`src/rtl/wmmt_pkg.sv`:
```
// shared types and constants of the windowed min/max tracker
`default_nettype none

package wmmt_pkg;

	// field widths
	localparam int unsigned DATA_W = 32;
	localparam int unsigned OP_W = 2;
	localparam int unsigned FRAG_W = 7;
	// numerator of the fragmentation divide: 32-bit difference times 100
	localparam int unsigned NUM_W = DATA_W + FRAG_W;
	// one quotient bit per divide step
	localparam int unsigned DIV_STEPS = FRAG_W;
	localparam int unsigned CNT_W = $clog2(DIV_STEPS);

	localparam logic [DATA_W-1:0] WIN_LEN_RST = DATA_W'(1000);
	localparam logic [FRAG_W-1:0] FRAG_MAX = FRAG_W'(100);

	// opcodes
	localparam logic [OP_W-1:0] OP_SAMPLE = 2'd0;
	localparam logic [OP_W-1:0] OP_QUERY = 2'd1;
	localparam logic [OP_W-1:0] OP_CLEAR = 2'd2;

	// controller states
	typedef enum logic [7:0] {
		S_IDLE  = 8'b0000_0001,
		S_ROLL  = 8'b0000_0010,
		S_UPD   = 8'b0000_0100,
		S_CLR   = 8'b0000_1000,
		S_MERGE = 8'b0001_0000,
		S_MUL   = 8'b0010_0000,
		S_DIV   = 8'b0100_0000,
		S_OUT   = 8'b1000_0000
	} state_t;

	// commands from controller to datapath
	typedef struct packed {
		logic capture;
		logic roll;
		logic update;
		logic clear;
		logic merge;
		logic mul;
		logic div_step;
		logic load_out;
	} cmd_t;

	// status from datapath to controller
	typedef struct packed {
		logic div_last;
		logic out_busy;
	} sts_t;

endpackage

`default_nettype wire

```
`src/rtl/wmmt_datapath.sv`:
```
// datapath: window registers, merge logic, shift-subtract divider, output word
`default_nettype none

module wmmt_datapath (
	input  wire logic                            clk,
	input  wire logic                            arst_n,
	input  wire wmmt_pkg::cmd_t                  cmd,
	output wmmt_pkg::sts_t                       sts,
	input  wire logic                            cfg_we,
	input  wire logic [wmmt_pkg::DATA_W-1:0]     cfg_wdata,
	input  wire logic [wmmt_pkg::DATA_W-1:0]     now_ms,
	input  wire logic [wmmt_pkg::DATA_W-1:0]     level_a,
	input  wire logic [wmmt_pkg::DATA_W-1:0]     level_b,
	input  wire logic [wmmt_pkg::DATA_W-1:0]     largest_block,
	output logic                                 out_valid,
	input  wire logic                            out_ready,
	output logic [wmmt_pkg::DATA_W-1:0]          band_a_min,
	output logic [wmmt_pkg::DATA_W-1:0]          band_a_max,
	output logic [wmmt_pkg::DATA_W-1:0]          band_b_min,
	output logic [wmmt_pkg::DATA_W-1:0]          band_b_max,
	output logic [wmmt_pkg::FRAG_W-1:0]          frag_pct
);

	localparam int unsigned DW = wmmt_pkg::DATA_W;
	localparam int unsigned NW = wmmt_pkg::NUM_W;
	localparam int unsigned FW = wmmt_pkg::FRAG_W;
	localparam int unsigned CW = wmmt_pkg::CNT_W;

	logic [DW-1:0] len_q;
	logic [DW-1:0] now_q, a_q, b_q, lg_q;
	logic          cur_valid_q, prev_valid_q;
	logic [DW-1:0] cur_a_min_q, cur_a_max_q, cur_b_min_q, cur_b_max_q;
	logic [DW-1:0] prev_a_min_q, prev_a_max_q, prev_b_min_q, prev_b_max_q;
	logic [DW-1:0] ws_q;
	logic [DW-1:0] m_a_min_q, m_a_max_q, m_b_min_q, m_b_max_q;
	logic [DW-1:0] diff_q;
	logic          zero_q;
	logic [NW-1:0] rem_q, dvs_q;
	logic [FW-1:0] quo_q;
	logic [CW-1:0] cnt_q;
	logic          out_valid_q;
	logic [DW-1:0] o_a_min_q, o_a_max_q, o_b_min_q, o_b_max_q;
	logic [FW-1:0] o_frag_q;

	logic [DW-1:0] ws_eff, elapsed;
	logic          roll_hit;
	logic [DW-1:0] base_a_min, base_a_max, base_b_min, base_b_max;
	logic [DW-1:0] mrg_a_min, mrg_a_max, mrg_b_min, mrg_b_max;
	logic [NW-1:0] diff_ext, num100;
	logic [NW:0]   trial;

	// window length register
	always_ff @(posedge clk or negedge arst_n) begin
		if (!arst_n) begin
			len_q <= wmmt_pkg::WIN_LEN_RST;
		end else if (cfg_we) begin
			len_q <= cfg_wdata;
		end
	end

	// input word capture
	always_ff @(posedge clk) begin
		if (cmd.capture) begin
			now_q <= now_ms;
			a_q <= level_a;
			b_q <= level_b;
			lg_q <= largest_block;
		end
	end

	// rollover test, an unstarted window starts at the sample time
	assign ws_eff = (ws_q == '0) ? now_q : ws_q;
	assign elapsed = now_q - ws_eff;
	assign roll_hit = (elapsed >= len_q);

	// window state
	always_ff @(posedge clk or negedge arst_n) begin
		if (!arst_n) begin
			cur_valid_q <= 1'b0;
			prev_valid_q <= 1'b0;
			cur_a_min_q <= '0;
			cur_a_max_q <= '0;
			cur_b_min_q <= '0;
			cur_b_max_q <= '0;
			prev_a_min_q <= '0;
			prev_a_max_q <= '0;
			prev_b_min_q <= '0;
			prev_b_max_q <= '0;
			ws_q <= '0;
		end else if (cmd.clear) begin
			cur_valid_q <= 1'b0;
			prev_valid_q <= 1'b0;
			cur_a_min_q <= '0;
			cur_a_max_q <= '0;
			cur_b_min_q <= '0;
			cur_b_max_q <= '0;
			prev_a_min_q <= '0;
			prev_a_max_q <= '0;
			prev_b_min_q <= '0;
			prev_b_max_q <= '0;
			ws_q <= now_q;
		end else if (cmd.roll) begin
			if (roll_hit) begin
				if (cur_valid_q) begin
					prev_valid_q <= 1'b1;
					prev_a_min_q <= cur_a_min_q;
					prev_a_max_q <= cur_a_max_q;
					prev_b_min_q <= cur_b_min_q;
					prev_b_max_q <= cur_b_max_q;
				end
				cur_valid_q <= 1'b0;
				cur_a_min_q <= '0;
				cur_a_max_q <= '0;
				cur_b_min_q <= '0;
				cur_b_max_q <= '0;
				ws_q <= now_q;
			end else begin
				ws_q <= ws_eff;
			end
		end else if (cmd.update) begin
			cur_valid_q <= 1'b1;
			if (!cur_valid_q) begin
				cur_a_min_q <= a_q;
				cur_a_max_q <= a_q;
				cur_b_min_q <= b_q;
				cur_b_max_q <= b_q;
			end else begin
				if (a_q < cur_a_min_q) cur_a_min_q <= a_q;
				if (a_q > cur_a_max_q) cur_a_max_q <= a_q;
				if (b_q < cur_b_min_q) cur_b_min_q <= b_q;
				if (b_q > cur_b_max_q) cur_b_max_q <= b_q;
			end
		end
	end

	// merge current and last windows, then fold in the present levels
	always_comb begin
		if (cur_valid_q && prev_valid_q) begin
			base_a_min = (prev_a_min_q < cur_a_min_q) ? prev_a_min_q : cur_a_min_q;
			base_a_max = (prev_a_max_q > cur_a_max_q) ? prev_a_max_q : cur_a_max_q;
			base_b_min = (prev_b_min_q < cur_b_min_q) ? prev_b_min_q : cur_b_min_q;
			base_b_max = (prev_b_max_q > cur_b_max_q) ? prev_b_max_q : cur_b_max_q;
		end else if (cur_valid_q) begin
			base_a_min = cur_a_min_q;
			base_a_max = cur_a_max_q;
			base_b_min = cur_b_min_q;
			base_b_max = cur_b_max_q;
		end else if (prev_valid_q) begin
			base_a_min = prev_a_min_q;
			base_a_max = prev_a_max_q;
			base_b_min = prev_b_min_q;
			base_b_max = prev_b_max_q;
		end else begin
			base_a_min = a_q;
			base_a_max = a_q;
			base_b_min = b_q;
			base_b_max = b_q;
		end
		mrg_a_min = (a_q < base_a_min) ? a_q : base_a_min;
		mrg_a_max = (a_q > base_a_max) ? a_q : base_a_max;
		mrg_b_min = (b_q < base_b_min) ? b_q : base_b_min;
		mrg_b_max = (b_q > base_b_max) ? b_q : base_b_max;
	end

	// times 100 as shifts and adds: 64 + 32 + 4
	assign diff_ext = NW'(diff_q);
	assign num100 = (diff_ext << 6) + (diff_ext << 5) + (diff_ext << 2);

	// restoring divide step, borrow in the top bit
	assign trial = {1'b0, rem_q} - {1'b0, dvs_q};

	// merged bands, numerator and divider
	always_ff @(posedge clk) begin
		if (cmd.merge) begin
			m_a_min_q <= mrg_a_min;
			m_a_max_q <= mrg_a_max;
			m_b_min_q <= mrg_b_min;
			m_b_max_q <= mrg_b_max;
			diff_q <= a_q - lg_q;
			zero_q <= (a_q == '0) || (lg_q > a_q);
		end
		if (cmd.mul) begin
			rem_q <= num100;
			dvs_q <= {1'b0, a_q, 6'b0};
			quo_q <= '0;
		end else if (cmd.div_step) begin
			if (!trial[NW]) begin
				rem_q <= trial[NW-1:0];
			end
			dvs_q <= dvs_q >> 1;
			quo_q <= {quo_q[FW-2:0], ~trial[NW]};
		end
	end

	// step counter, counts down to the last quotient bit
	always_ff @(posedge clk or negedge arst_n) begin
		if (!arst_n) begin
			cnt_q <= '0;
		end else if (cmd.mul) begin
			cnt_q <= CW'(wmmt_pkg::DIV_STEPS - 1);
		end else if (cmd.div_step) begin
			cnt_q <= cnt_q - 1'b1;
		end
	end

	// output word register
	always_ff @(posedge clk or negedge arst_n) begin
		if (!arst_n) begin
			out_valid_q <= 1'b0;
		end else if (cmd.load_out) begin
			out_valid_q <= 1'b1;
		end else if (out_ready) begin
			out_valid_q <= 1'b0;
		end
	end

	always_ff @(posedge clk) begin
		if (cmd.load_out) begin
			o_a_min_q <= m_a_min_q;
			o_a_max_q <= m_a_max_q;
			o_b_min_q <= m_b_min_q;
			o_b_max_q <= m_b_max_q;
			o_frag_q <= zero_q ? '0 : quo_q;
		end
	end

	assign sts.div_last = (cnt_q == '0);
	assign sts.out_busy = out_valid_q && !out_ready;

	assign out_valid = out_valid_q;
	assign band_a_min = o_a_min_q;
	assign band_a_max = o_a_max_q;
	assign band_b_min = o_b_min_q;
	assign band_b_max = o_b_max_q;
	assign frag_pct = o_frag_q;

	// a valid window never has min above max
	a_cur_order: assert property (@(posedge clk) disable iff (!arst_n)
		cur_valid_q |-> (cur_a_min_q <= cur_a_max_q) && (cur_b_min_q <= cur_b_max_q))
		else $error("current window min above max");

	a_prev_order: assert property (@(posedge clk) disable iff (!arst_n)
		prev_valid_q |-> (prev_a_min_q <= prev_a_max_q) && (prev_b_min_q <= prev_b_max_q))
		else $error("last window min above max");

	// the divider never yields more than 100 percent
	a_frag_range: assert property (@(posedge clk) disable iff (!arst_n)
		out_valid_q |-> (o_frag_q <= wmmt_pkg::FRAG_MAX))
		else $error("fragmentation percent out of range");

	// a new word is never loaded over one still waiting
	a_no_overwrite: assert property (@(posedge clk) disable iff (!arst_n)
		cmd.load_out |-> !sts.out_busy)
		else $error("output word overwritten");

endmodule

`default_nettype wire

```
`src/rtl/wmmt_ctrl.sv`:
```
// controller: state machine sequencing sample, clear and query words
`default_nettype none

module wmmt_ctrl (
	input  wire logic                          clk,
	input  wire logic                          arst_n,
	input  wire logic                          in_valid,
	output logic                               in_ready,
	input  wire logic [wmmt_pkg::OP_W-1:0]     opcode,
	input  wire wmmt_pkg::sts_t                sts,
	output wmmt_pkg::cmd_t                     cmd
);

	wmmt_pkg::state_t state_q, state_d;
	logic             accept;

	assign in_ready = (state_q == wmmt_pkg::S_IDLE);
	assign accept = in_valid && in_ready;

	// next state and commands
	always_comb begin
		state_d = state_q;
		cmd = '0;
		cmd.capture = accept;
		unique case (state_q)
			wmmt_pkg::S_IDLE: begin
				if (accept) begin
					unique case (opcode)
						wmmt_pkg::OP_SAMPLE: state_d = wmmt_pkg::S_ROLL;
						wmmt_pkg::OP_QUERY: state_d = wmmt_pkg::S_MERGE;
						wmmt_pkg::OP_CLEAR: state_d = wmmt_pkg::S_CLR;
						default: state_d = wmmt_pkg::S_IDLE;
					endcase
				end
			end
			wmmt_pkg::S_ROLL: begin
				cmd.roll = 1'b1;
				state_d = wmmt_pkg::S_UPD;
			end
			wmmt_pkg::S_UPD: begin
				cmd.update = 1'b1;
				state_d = wmmt_pkg::S_IDLE;
			end
			wmmt_pkg::S_CLR: begin
				cmd.clear = 1'b1;
				state_d = wmmt_pkg::S_IDLE;
			end
			wmmt_pkg::S_MERGE: begin
				cmd.merge = 1'b1;
				state_d = wmmt_pkg::S_MUL;
			end
			wmmt_pkg::S_MUL: begin
				cmd.mul = 1'b1;
				state_d = wmmt_pkg::S_DIV;
			end
			wmmt_pkg::S_DIV: begin
				cmd.div_step = 1'b1;
				if (sts.div_last) begin
					state_d = wmmt_pkg::S_OUT;
				end
			end
			wmmt_pkg::S_OUT: begin
				if (!sts.out_busy) begin
					cmd.load_out = 1'b1;
					state_d = wmmt_pkg::S_IDLE;
				end
			end
			default: state_d = wmmt_pkg::S_IDLE;
		endcase
	end

	// state register
	always_ff @(posedge clk or negedge arst_n) begin
		if (!arst_n) begin
			state_q <= wmmt_pkg::S_IDLE;
		end else begin
			state_q <= state_d;
		end
	end

	// a query word goes straight to the merge step
	a_query_seq: assert property (@(posedge clk) disable iff (!arst_n)
		(accept && (opcode == wmmt_pkg::OP_QUERY)) |=> (state_q == wmmt_pkg::S_MERGE))
		else $error("query did not start merge");

	// a sample always updates right after its rollover check
	a_sample_seq: assert property (@(posedge clk) disable iff (!arst_n)
		(state_q == wmmt_pkg::S_ROLL) |=> (state_q == wmmt_pkg::S_UPD))
		else $error("sample update skipped");

	// exactly one state bit set
	a_state_onehot: assert property (@(posedge clk) disable iff (!arst_n)
		$onehot(state_q))
		else $error("controller state not one-hot");

endmodule

`default_nettype wire

```
`src/rtl/windowed_min_max_tracker_unit.sv`:
```
// top level of the windowed min/max tracker
//
// channel   direction  handshake            payload
// in        input      in_valid/in_ready    opcode, now_ms, level_a, level_b, largest_block
// out       output     out_valid/out_ready  band_a_min/max, band_b_min/max, frag_pct
// cfg       input      cfg_we               cfg_wdata (window length in ms)
//
// a sample passes accept, rollover check and update, a clear passes accept and clear,
// a query passes accept, merge, multiply by 100, 7 divide steps and output load.
// the query time is set by the shift-subtract divider, one quotient bit a cycle.
// a query result waits in the output register; new words are accepted meanwhile,
// but a later query holds in its last step until that register is taken.
// asynchronous active-low reset clears windows and sets window length to 1000.
`default_nettype none

module windowed_min_max_tracker_unit (
	input  wire logic                          clk,
	input  wire logic                          arst_n,
	input  wire logic                          cfg_we,
	input  wire logic [wmmt_pkg::DATA_W-1:0]   cfg_wdata,
	input  wire logic                          in_valid,
	output logic                               in_ready,
	input  wire logic [wmmt_pkg::OP_W-1:0]     opcode,
	input  wire logic [wmmt_pkg::DATA_W-1:0]   now_ms,
	input  wire logic [wmmt_pkg::DATA_W-1:0]   level_a,
	input  wire logic [wmmt_pkg::DATA_W-1:0]   level_b,
	input  wire logic [wmmt_pkg::DATA_W-1:0]   largest_block,
	output logic                               out_valid,
	input  wire logic                          out_ready,
	output logic [wmmt_pkg::DATA_W-1:0]        band_a_min,
	output logic [wmmt_pkg::DATA_W-1:0]        band_a_max,
	output logic [wmmt_pkg::DATA_W-1:0]        band_b_min,
	output logic [wmmt_pkg::DATA_W-1:0]        band_b_max,
	output logic [wmmt_pkg::FRAG_W-1:0]        frag_pct
);

	wmmt_pkg::cmd_t cmd;
	wmmt_pkg::sts_t sts;

	// controller
	wmmt_ctrl u_ctrl (
		.clk      (clk),
		.arst_n   (arst_n),
		.in_valid (in_valid),
		.in_ready (in_ready),
		.opcode   (opcode),
		.sts      (sts),
		.cmd      (cmd)
	);

	// datapath
	wmmt_datapath u_datapath (
		.clk           (clk),
		.arst_n        (arst_n),
		.cmd           (cmd),
		.sts           (sts),
		.cfg_we        (cfg_we),
		.cfg_wdata     (cfg_wdata),
		.now_ms        (now_ms),
		.level_a       (level_a),
		.level_b       (level_b),
		.largest_block (largest_block),
		.out_valid     (out_valid),
		.out_ready     (out_ready),
		.band_a_min    (band_a_min),
		.band_a_max    (band_a_max),
		.band_b_min    (band_b_min),
		.band_b_max    (band_b_max),
		.frag_pct      (frag_pct)
	);

endmodule

`default_nettype wire
```
`config.mk`:
```
export PLATFORM = sky130hd
export DESIGN_NAME = windowed_min_max_tracker_unit
export DESIGN_NICKNAME = d
export VERILOG_FILES = /design/src/rtl/wmmt_pkg.sv /design/src/rtl/wmmt_datapath.sv /design/src/rtl/wmmt_ctrl.sv /design/src/rtl/windowed_min_max_tracker_unit.sv
export SDC_FILE = /design/constraint.sdc
export NUM_CORES = 2
export LEC_CHECK = 0
export BUFFER_PORTS_ARGS = -buffer_cell sky130_fd_sc_hd__buf_4
export CAP_MARGIN = 20
export CORE_MARGIN = 1
export CORE_UTILIZATION = 30
export CTS_CLUSTER_SIZE = 8
export DETAILED_ROUTE_END_ITERATION = 16
export PLACE_DENSITY_LB_ADDON = 0.3
export SYNTH_ARGS = -nofsm -noshare
export SYNTH_HDL_FRONTEND = slang
export SYNTH_HIERARCHICAL = 1
export SYNTH_SLANG_ARGS = --single-unit
```
`constraint.sdc`:
```
create_clock -name clk -period 21.3 [get_ports clk]
set_input_delay 5.325 -clock clk [delete_from_list [all_inputs] [get_ports clk]]
set_output_delay 5.325 -clock clk [all_outputs]
set_load 0.01 [all_outputs]
```
### Word level (Yosys, flattened, before mapping)

Cells that the tools add are included.

* flip-flop bits (word level): 842
* output and inout port bits: 137

* equality and inequality tests: 19
* reductions and logical operators: 23
* mux-type cells: 91
* add/sub/neg operators: 6
* bitwise logic cells: 1
* $lt $le $gt $ge: 14

Operators by type and width (count)
* $mux W32: 61
* $gt A32 B32 Y1: 7
* $lt A32 B32 Y1: 6
* $mux W39: 3
* $mux W38: 2
* $logic_not A32 Y1: 2
* $sub A32 B32 Y32: 2
* $pmux W8 S6: 1
* $sub A39 B38 Y40: 1
* $add A38 B37 Y39: 1
* $add A39 B34 Y39: 1
* $ge A32 B32 Y1: 1
* $mux W8: 3
* $mux W1: 18
* $reduce_and A3 Y1: 6
* $ne A4 B4 Y1 const B: 4
* $pmux W5 S3: 1
* $reduce_bool A2 Y1: 5
* $eq A8 B1 Y1 const B: 1
* $eq A8 B2 Y1 const B: 1
* $eq A8 B3 Y1 const B: 1
* $eq A8 B4 Y1 const B: 1
* $eq A8 B5 Y1 const B: 1
* $eq A8 B6 Y1 const B: 1
* 16 further kinds: 23

### Logic depth before layout (Yosys ltp)

* word-level depth: 7
* depth in mapped cells: 31
* gate-level depth less buffers: 29

### By module

The synthesis kept the hierarchy.

By module, submodules not included
* wmmt_datapath: sequential area each 23289.8 sq um, times used 1, area each 50344.5 sq um, cells an instance 4729
* wmmt_ctrl: sequential area each 201.4 sq um, times used 1, area each 524.3 sq um, cells an instance 51

### Worst setup path after synthesis

No wires, ideal clock.

* path type: input -> register
* from: input port out_ready
* to: register u_datapath.out_valid_q, in the netlist u_datapath/out_valid
* cell stages on the path: 3
* path buffers: 0
* data required time: 21.158 ns
* library setup time: 0.142 ns
* data arrival time: 19.130 ns
* path slack: 2.028 ns
* path through: nor2b_1 > nor4_1 > or2_2

RTL lines
* from (decl): line windowed_min_max_tracker_unit.sv:29 `input wire logic out_ready,`
* to (signal assigned): line wmmt_datapath.sv:209 `out_valid_q <= 1'b0;`
* to (signal assigned): line wmmt_datapath.sv:211 `out_valid_q <= 1'b1;`
* to (signal assigned): line wmmt_datapath.sv:213 `out_valid_q <= 1'b0;`
* to (decl): line wmmt_datapath.sv:41 `logic out_valid_q;`

### Final worst setup path

* from: register u_datapath.ws_q[25]
* to: register u_datapath.prev_a_max_q[18]

* word-level cells in the longest chain between the ends: 6

RTL lines
* from (decl): line wmmt_datapath.sv:34 `logic [DW-1:0] ws_q;`
* from (signal assigned): line wmmt_datapath.sv:101 `ws_q <= now_q;`
* from (signal assigned): line wmmt_datapath.sv:116 `ws_q <= now_q;`
* from (signal assigned): line wmmt_datapath.sv:118 `ws_q <= ws_eff;`
* $logic_not A32 Y1: line wmmt_datapath.sv:72 `assign ws_eff = (ws_q == '0) ? now_q : ws_q;`
* $mux W32 *: line wmmt_datapath.sv:72
* $sub A32 B32 Y32 *: line wmmt_datapath.sv:73 `assign elapsed = now_q - ws_eff;`
* $ge A32 B32 Y1 *: line wmmt_datapath.sv:74 `assign roll_hit = (elapsed >= len_q);`
* $reduce_bool A2 Y1 (no line) *
* $reduce_and A3 Y1 (no line) *
* to (signal assigned): line wmmt_datapath.sv:107 `prev_a_max_q <= cur_a_max_q;`
* to (decl): line wmmt_datapath.sv:33 `logic [DW-1:0] prev_a_min_q, prev_a_max_q, prev_b_min_q, prev_b_max_q;`

Mark *: on every way between the ends. The rest lies on a longest branch, timed or not.
A chain may end at the register's enable or synchronous reset.

==> impl_metrics.json <==
{
  "status": "finished clean",
  "setup_viol": 0,
  "drt-pass1-iter-count": 8,
  "cts_made_buffers": 119,
  "power_uw": 8518,
  "area_growth_pct": 16.82,
  "ios": 304,
  "layout_common_cells": "ha_1 (544), edfxtp_1 (495), nand2_1 (452)",
  "post-dp-hpwl_um": 113600,
  "hp-class": "register to register",
  "clk_path_buf_depth": 3,
  "viasPerCell": 5.219,
  "nets": 5819,
  "syn_inst": 4780,
  "worst_clock_skew_ns": 0.04278,
  "grt_first_pass_wirelength_um": 241700,
  "p_per_area_nw_per_um2": 143.3,
  "via_count": 38540,
  "tritoncts": "done",
  "coreArea_um2": 167800,
  "rsz0062_at_grt": "false",
  "yosys_warnings": 6,
  "tightest_slew_ns": 1.079,
  "maxCapViolCount": 0,
  "post-route-period-util_pct": 37.65,
  "totalWireLength_um": 160200,
  "drv_slew": 0,
  "reg.largest.list": "u_datapath/rem_q (39), u_datapath/dvs_q (38)",
  "synth_flop_cell": "edfxtp_1",
  "postCtsResizedCells": 0,
  "antenna_found_initial": 5,
  "max-vdd-ir-drop_uv": 87.52,
  "p_leak_uw": 0.02516,
  "critical_path_class": "register to register",
  "htree_num_levels": 3,
  "max-slew-margin-rel_pct": 28.04,
  "dieArea_um2": 171200,
  "synth_edf_count": 495,
  "cpMostUsedCell": "a21o_1",
  "postSynthAreaPerCell_um2": 10.64,
  "ys_seq_area_share_pct": 46.18,
  "overflow": 0,
  "ctsHoldBuffers": 0,
  "startpoint_type": "register",
  "final_antenna_net_count": 0,
  "dpl_cell_area_um2": 55810,
  "top_register": "u_datapath/rem_q",
  "ys_seq_elements": 842,
  "gp_congestion": 0.9076,
  "fin_tns_setup_ns": 0,
  "largest_register_ffs": 39,
  "cp.required_ns": 21.93,
  "cpMaxStageDelayCell": "buf_4",
  "clk_latency_ns": 0.76,
  "ys_async_sr_fraction_pct": 39.67,
  "syn_area_um2": 50870,
  "cts_setup_buffers": 0,
  "crit_path_end_kind": "register",
  "whs_ns": 0.4088,
  "num_rows": 150,
  "io_buffer_count": 303,
  "period_needed_ns": 8.020,
  "layout_commonest_cell": "ha_1",
  "max_stage_delay_ns": 0.91,
  "grt_pass1_vias": 38800,
  "grt.total_usage_pct": 18.49,
  "drive_above_1_share_pct": 14.55,
  "hold_viol_final": 0,
  "wl_per_cell_um": 21.69,
  "cts.sinks": 842,
  "die_h_um": 413.8,
  "yosysUniqueCellTypes": 88,
  "drc": 0,
  "start_util_pct": 30.32,
  "cts.clk_slew.worst_paths_ns": 0.06,
  "grt_max_degree": 98,
  "final_area_um2": 59430,
  "crit_arrival_ns": 8.65,
  "drt_iter0_markers": 2761,
  "root_buffer": "clkbuf_16",
  "crit_fanout": 94,
  "fin_util_pct": 35.42,
  "die_x_um": 413.8,
  "fmax_mhz": 124.7,
  "synth_nets": 5522
}
power by group:
| group | switching, uW | leakage, uW | total [uW] | internal (uW) |
|---|---|---|---|---|
| Combinational | 2470 | 0.0146 | 4130 | 1670 |
| Clock | 761 | 0.00171 | 1850 | 1090 |
| Sequential | 338 | 0.00888 | 2530 | 2190 |
critical path: cells and delay by family (launching register included):
family,cells,cell delay [ns]
AO/OA/AOI/OAI,18,2.94
buffers and inverters,3,1.92
AND/OR/NAND/NOR,7,1.76
adder cells (fa/ha/maj),2,0.64
flip-flops,1,0.39
XOR/XNOR,1,0.16
worst paths after layout:
path / from / end / slack [ns] / depth (start not counted)
max reg2reg: u_datapath/ws_q[25]$_DFFE_PN0N_ / u_datapath/prev_a_max_q[18]$_DFFE_PN0P_ / 13.28 / 31
min: u_datapath/m_b_min_q[18]$_DFFE_PP_ / u_datapath/band_b_min[18]$_DFFE_PP_ / 0.41 / 0
max in group asynchronous: arst_n / u_datapath/cur_a_min_q[10]$_DFFE_PN0P_ / 14.24 / 3
min reg2reg: u_datapath/m_b_min_q[18]$_DFFE_PP_ / u_datapath/band_b_min[18]$_DFFE_PP_ / 0.41 / 0
min in group asynchronous: arst_n / u_datapath/len_q[12]$_DFFE_PN0P_ / 4.54 / 1
max: u_datapath/ws_q[25]$_DFFE_PN0N_ / u_datapath/prev_a_max_q[18]$_DFFE_PN0P_ / 13.28 / 31
synthesized netlist by cell type, types with 11 or more instances:
cell,number,area [um^2]
nor4_1,23,143.9
or3_1,30,187.7
nand2_1,453,1700
o221a_2,33,371.6
dfrtp_1,327,8183
nand3b_1,32,240.2
a211oi_1,16,120.1
nor2_1,167,626.9
o211ai_1,21,157.7
nor2b_1,59,369.1
o31ai_1,136,1021
o22a_1,32,280.3
a21oi_1,309,1546
a31oi_1,16,100.1
o21bai_1,17,127.6
nand4_1,94,588.1
buf_2,17,85.08
inv_1,339,1272
o221ai_1,63,551.8
and3_1,12,75.07
a22o_1,26,227.7
edfxtp_1,495,14860
nand2b_1,51,319.1
dfxtp_1,13,260.3
mux2i_1,84,840.8
nand3_1,85,425.4
buf_1,11,41.29
mux2_2,108,1216
mux2_4,30,450.4
o21a_1,40,300.3
fa_1,31,620.6
clkbuf_1,175,656.9
xnor2_1,74,648.1
o21ai_0,329,1647
ha_1,544,6807
nor3_1,101,505.5
xor2_1,42,367.9
a21o_1,190,1426
per-layer routing:
layer  global-route usage (%)  share of wire, %  vias to the layer above
met1                    23.80                44                    18860
met4                    6.472               3.4                        2
met3                    2.647               4.5                      286
met5                        0            0.0081                        -
met2                    31.48                48                     1031
li1                         -                 -                    18360
metrics by stage:
stage / std cells / setup slack [ns]
finish: 7383 / 13.28
global route: 7381 / 12.67
CTS: 7380 / 13.37
detailed placement: 7159 / 13.38
global placement: 7159 / 13.44
floorplan: 4780 / 2.028
layout make-up:
class | count | area [um^2]
Clock inverter | 9 | 135.1
Multi-Input combinational cell | 3390 | 25380
Inverter | 340 | 1281
Tap cell | 2204 | 2758
Antenna cell | 2 | 5.005
Fill cell | 16760 | 108400
Sequential cell | 842 | 23490
Clock buffer | 212 | 3452
Timing Repair Buffer | 384 | 2923
kinds of logic (layout without fill, tap and decap cells):
logic type | count (synthesis) | count (layout) | synth area share [%]
AOI/OAI and AO/OA | 1326 | 1326 | 17.24
adders and majority gates | 575 | 575 | 14.60
DFF | 842 | 842 | 46.18
buffers and inverters | 548 | 945 | 4.145
other | 0 | 2 | 0
muxes | 222 | 222 | 4.929
xor gates and xnor gates | 116 | 116 | 1.997
and+or+nand+nor | 1151 | 1151 | 10.90
Note: power is estimated with default switching activity, not from simulation.
